==> src/rtl/ptb_ram.sv <==
`timescale 1ns / 1ps
module ptb_ram #(
	parameter int WIDTH = 8,
	parameter int DEPTH = 16
) (
	input  logic                     clk,
	input  logic                     we,
	input  logic [$clog2(DEPTH)-1:0] waddr,
	input  logic [WIDTH-1:0]         wdata,
	input  logic                     re,
	input  logic [$clog2(DEPTH)-1:0] raddr,
	output logic [WIDTH-1:0]         rdata
);
	logic [WIDTH-1:0] mem [DEPTH];

	// one write port, one registered read port
	always_ff @(posedge clk) begin
		if (we) begin
			mem[waddr] <= wdata;
		end
		if (re) begin
			rdata <= mem[raddr];
		end
	end
endmodule

==> config.mk <==
export PLATFORM = sky130hd
export DESIGN_NAME = ptb_ram
export DESIGN_NICKNAME = d
export VERILOG_FILES = /design/src/rtl/ptb_ram.sv
export SDC_FILE = /design/constraint.sdc
export NUM_CORES = 1
export LEC_CHECK = 0
export ABC_AREA = 1
export BUFFER_PORTS_ARGS = -buffer_cell sky130_fd_sc_hd__buf_2
export CAP_MARGIN = 20
export CORE_ASPECT_RATIO = 0.8
export CORE_MARGIN = 3
export CORE_UTILIZATION = 66
export DETAILED_ROUTE_END_ITERATION = 8
export PLACE_DENSITY_LB_ADDON = 0.12
export SYNTH_ARGS = -nofsm -noshare
export SYNTH_HDL_FRONTEND = slang
export SYNTH_SLANG_ARGS = --single-unit
==> constraint.sdc <==
create_clock -name clk -period 2.95 [get_ports clk]
set_input_delay 0.7375 -clock clk [delete_from_list [all_inputs] [get_ports clk]]
set_output_delay 0.7375 -clock clk [all_outputs]
set_load 0.03 [all_outputs]
# Word level (Yosys, flattened, before mapping)
# Memory sizes are Yosys's and may differ from the RTL's. A register that Yosys moved wholly into a read port is not among the register bits.
# Index checks and enable logic that the tools add are counted.
# op_classes
mux,2
# ops
op,count
2-to-1 mux 1 bit,2
# totals
ram_bits,128
register_bits,0
memories,1
in_bits,19
word_cells,3
# memory_table
name,words,width,rd,rd_clocked_by_memory_dff,write_ports,line_no,rtl
mem,16,8,1,1,1,14,logic [WIDTH-1:0] mem [DEPTH];

# Depth between registers and ports, before layout
# logic_depth
depth_word,2
depth_mapped,8
ltp_nobuf,7

# Worst setup path after synthesis
# No wires, ideal clock.
# synth_timing
path_type,input to register
start,input waddr[2]
end,"memory mem[10][0], enable pin"
required_time_ns,2.580
setup_time_ns,0.370
slack_ns,1.262
stages,2
t_arrival_ns,1.318
cell_sequence,nand3b_1 -> nor2_1
# synth_lines
item,line_no,rtl
start: declaration,8,"input logic [$clog2(DEPTH)-1:0] waddr,"
end: declaration,14,
# Straight into the memory's write port.

==> out/results.tsv <==
metric	value	unit
Max Clk Rate	499	MHz
Clock Tree Root	clkbuf_8	
Post-CTS Setup Bufs	0	
clock-pin slew of the registers on the worst-case setup and hold paths	0.06	ns
CTS HTree Levels	4	
clock skew	0.00953	ns
Yosys cell types	11	
RSZ-0062 raised after global routing	no	
Post-Syn Area	5850	sq um
WP data required	3.22	ns
total grt overflow	0	
Worst Hold Launch	re	
final period utilization	67.9	%
simple-gate share of the synthesized area	20.8	%
Vias/cell	5.56	
pin count of the biggest net entering global routing	65	
Seq/Total Area, Yosys	69.8	%
max cap viols	0	
All-Layer GR Usage	27.0	%
Power Density	678	nW/um^2
Horiz. Die Dim	111	um
CP max stage delay	0.52	ns
VDD IR max	0.421	mV
core area	8560	sq um
Pre-antenna DRT Iters	7	
R2R Setup Slk	1.78	ns
Comb pwr share	6.0	%
post-synthesis compound-gate area fraction	0	%
die height	90.2	um
number of clock sinks	136	
clock network power share	45.3	%
final WL	12800	um
CTS tree	done	
sw power	0.971	mW
worst-case hold path end point	rdata[1]$_DFFE_PP_	
first-pass GRT wire length	20400	um
Synth Area in XOR/XNOR	0	%
r2r startpoint	mem[7][5]$_DFFE_PP_	
CTS Buffer Depth	2	
post-layout min period	2.00	ns
multiplexer share of the synthesized area	0	%
crit path max fanout	33	
Hold Fails Final Rpt	0	
Synth Area in Adders	0	%
final count of negative-setup-slack endpoints	0	
Gate Count Post-Synth	551	
Worst-Margin Slew	0.877	ns
crit-path cells	buf_2, inv_2, nand3_1, nand3_1, nand3_1, nand2_1	
routability cong.	0.876	
largest family of logic cells by synthesized area	simple AND/OR/NAND/NOR gates	
most frequent cells in the layout	nand2_1 (173), edfxtp_1 (136), inv_1 (100), nand3_1 (97), buf_2 (26)	
Leak	2.86	nW
Hold Crit Class	primary input to flip-flop	
critical path's slowest cell	buf_2	
initial core utilization	68.3	%
cts bufs inserted	17	
number of remaining DRC errors	0	
dpl hpwl	7490	um
Int Power	3.52	mW
hold path depth	1	
number of global-route vias before repair	3857	
Iter 0 DRT Violations	685	
number of port buffers	26	
commonest non-fill, non-tap cell in the layout	nand2_1	
die area	10000	sq um
Critical Path Start Type	primary input	
antenna cell count	0	
fin util	77.4	%
via count	3937	
number of primary I/O pins	27	
Top cell by count, worst path	nand3_1	
syn nets	570	
NumNets Final	603	
Reg power frac	48.7	%
post_cts resized	0	
Worst slew margin	41.3	%
worst r2r dst	rdata[5]$_DFFE_PP_	
row cnt	30	
CP Class	primary input to flip-flop	
setup TNS	0	ns
clk_lat worst skew	0.51	ns
Area growth syn-to-layout	13.4	%
initial antenna violation count	0	
Sw Ratio	21.6	%
Avg WL per Cell	18.1	um
status	completed	
total of flip-flops plus latches after synthesis	136	
R2R cell count	6	
synth warn	0	
crit path capture type	flip-flop	
post-route ant nets	0	
WP data arrival	2.27	ns
hold_buf cts	0	
max-slew violation count	0	
syn avg cell area	10.6	sq um
ratio of cells with drive above 1 in the final layout	11.4	%
-- layout make-up --
cell class	count	area (sq um)
sequential	136	4080
fill	521	1930
multi-input combinational	289	1210
clock buffer	18	418
inverter	102	383
timing repair buffer	38	233
clock inverter	13	156
tap	112	140
-- flip-flops by register name, indices dropped and copies added (netlist names) --
signal,flops
rdata,8
mem,128
-- worst max-delay path by stage --
stage                        start              endpoint  slack [ns]  cells after the start
final                     raddr[1]    rdata[5]$_DFFE_PP_        0.95                      6
after global placement    raddr[1]    rdata[5]$_DFFE_PP_        0.53                      6
after global routing      raddr[1]    rdata[0]$_DFFE_PP_        0.86                      6
after floorplan           waddr[2]  mem[10][0]$_DFFE_PP_        1.26                      2
after detailed placement  raddr[1]    rdata[5]$_DFFE_PP_        0.46                      6
after CTS                 raddr[1]    rdata[2]$_DFFE_PP_        0.99                      6
-- synth_stat cells --
| cell | n | area share, % |
|---|---|---|
| nor2_1 | 17 | 1.1 |
| buf_4 | 4 | 0.51 |
| nand3_1 | 97 | 8.3 |
| buf_1 | 1 | 0.064 |
| inv_2 | 2 | 0.13 |
| edfxtp_1 | 136 | 70 |
| buf_2 | 13 | 1.1 |
| inv_1 | 100 | 6.4 |
| nand3b_1 | 2 | 0.26 |
| buf_6 | 6 | 1.2 |
| nand2_1 | 173 | 11 |
-- critical path: cells and delay by family --
| kind | cells | cell delay [ns] |
|---|---|---|
| and+or+nand+nor | 4 | 0.54 |
| buffers and inverters | 2 | 0.97 |
-- cell families after synthesis --
| logic type | after synthesis |
|---|---|
| AND/OR/NAND/NOR | 289 |
| flip-flops | 136 |
| buffers and inverters | 126 |
-- power groups by stage --
stage | Sequential [mW] | Clock (mW) | Combinational, mW
2_1_floorplan | 2.25 | 0 | 0.153
3_3_place_gp | 2.23 | 0 | 0.257
3_5_place_dp | 2.23 | 0 | 0.262
4_1_cts | 2.19 | 2.04 | 0.267
5_1_grt | 2.19 | 2.15 | 0.296
6_report | 2.19 | 2.03 | 0.269
-- routing by layer --
metal	GRT usage, %	vias up	wire length [um]
met3	7.34	22	1500
met2	39.7	261	5860
met1	39.9	1809	5300
met4	8.51	0	179
li1	-	1845	-
met5	0	-	0
-- stage by stage --
step	setup WS (ns)	power, mW	instances	cell area (sq um)	hold slack (ns)
6_report	0.948	4.49	708	6630	0.584
5_1_grt	0.865	4.63	708	6630	0.566
4_1_cts	0.994	4.50	708	6630	0.568
3_5_place_dp	0.461	2.49	677	6050	0.744
3_3_place_gp	0.529	2.49	677	6050	0.737
2_1_floorplan	1.26	2.40	551	5850	0.683
Power figures use the tool's default switching activity.
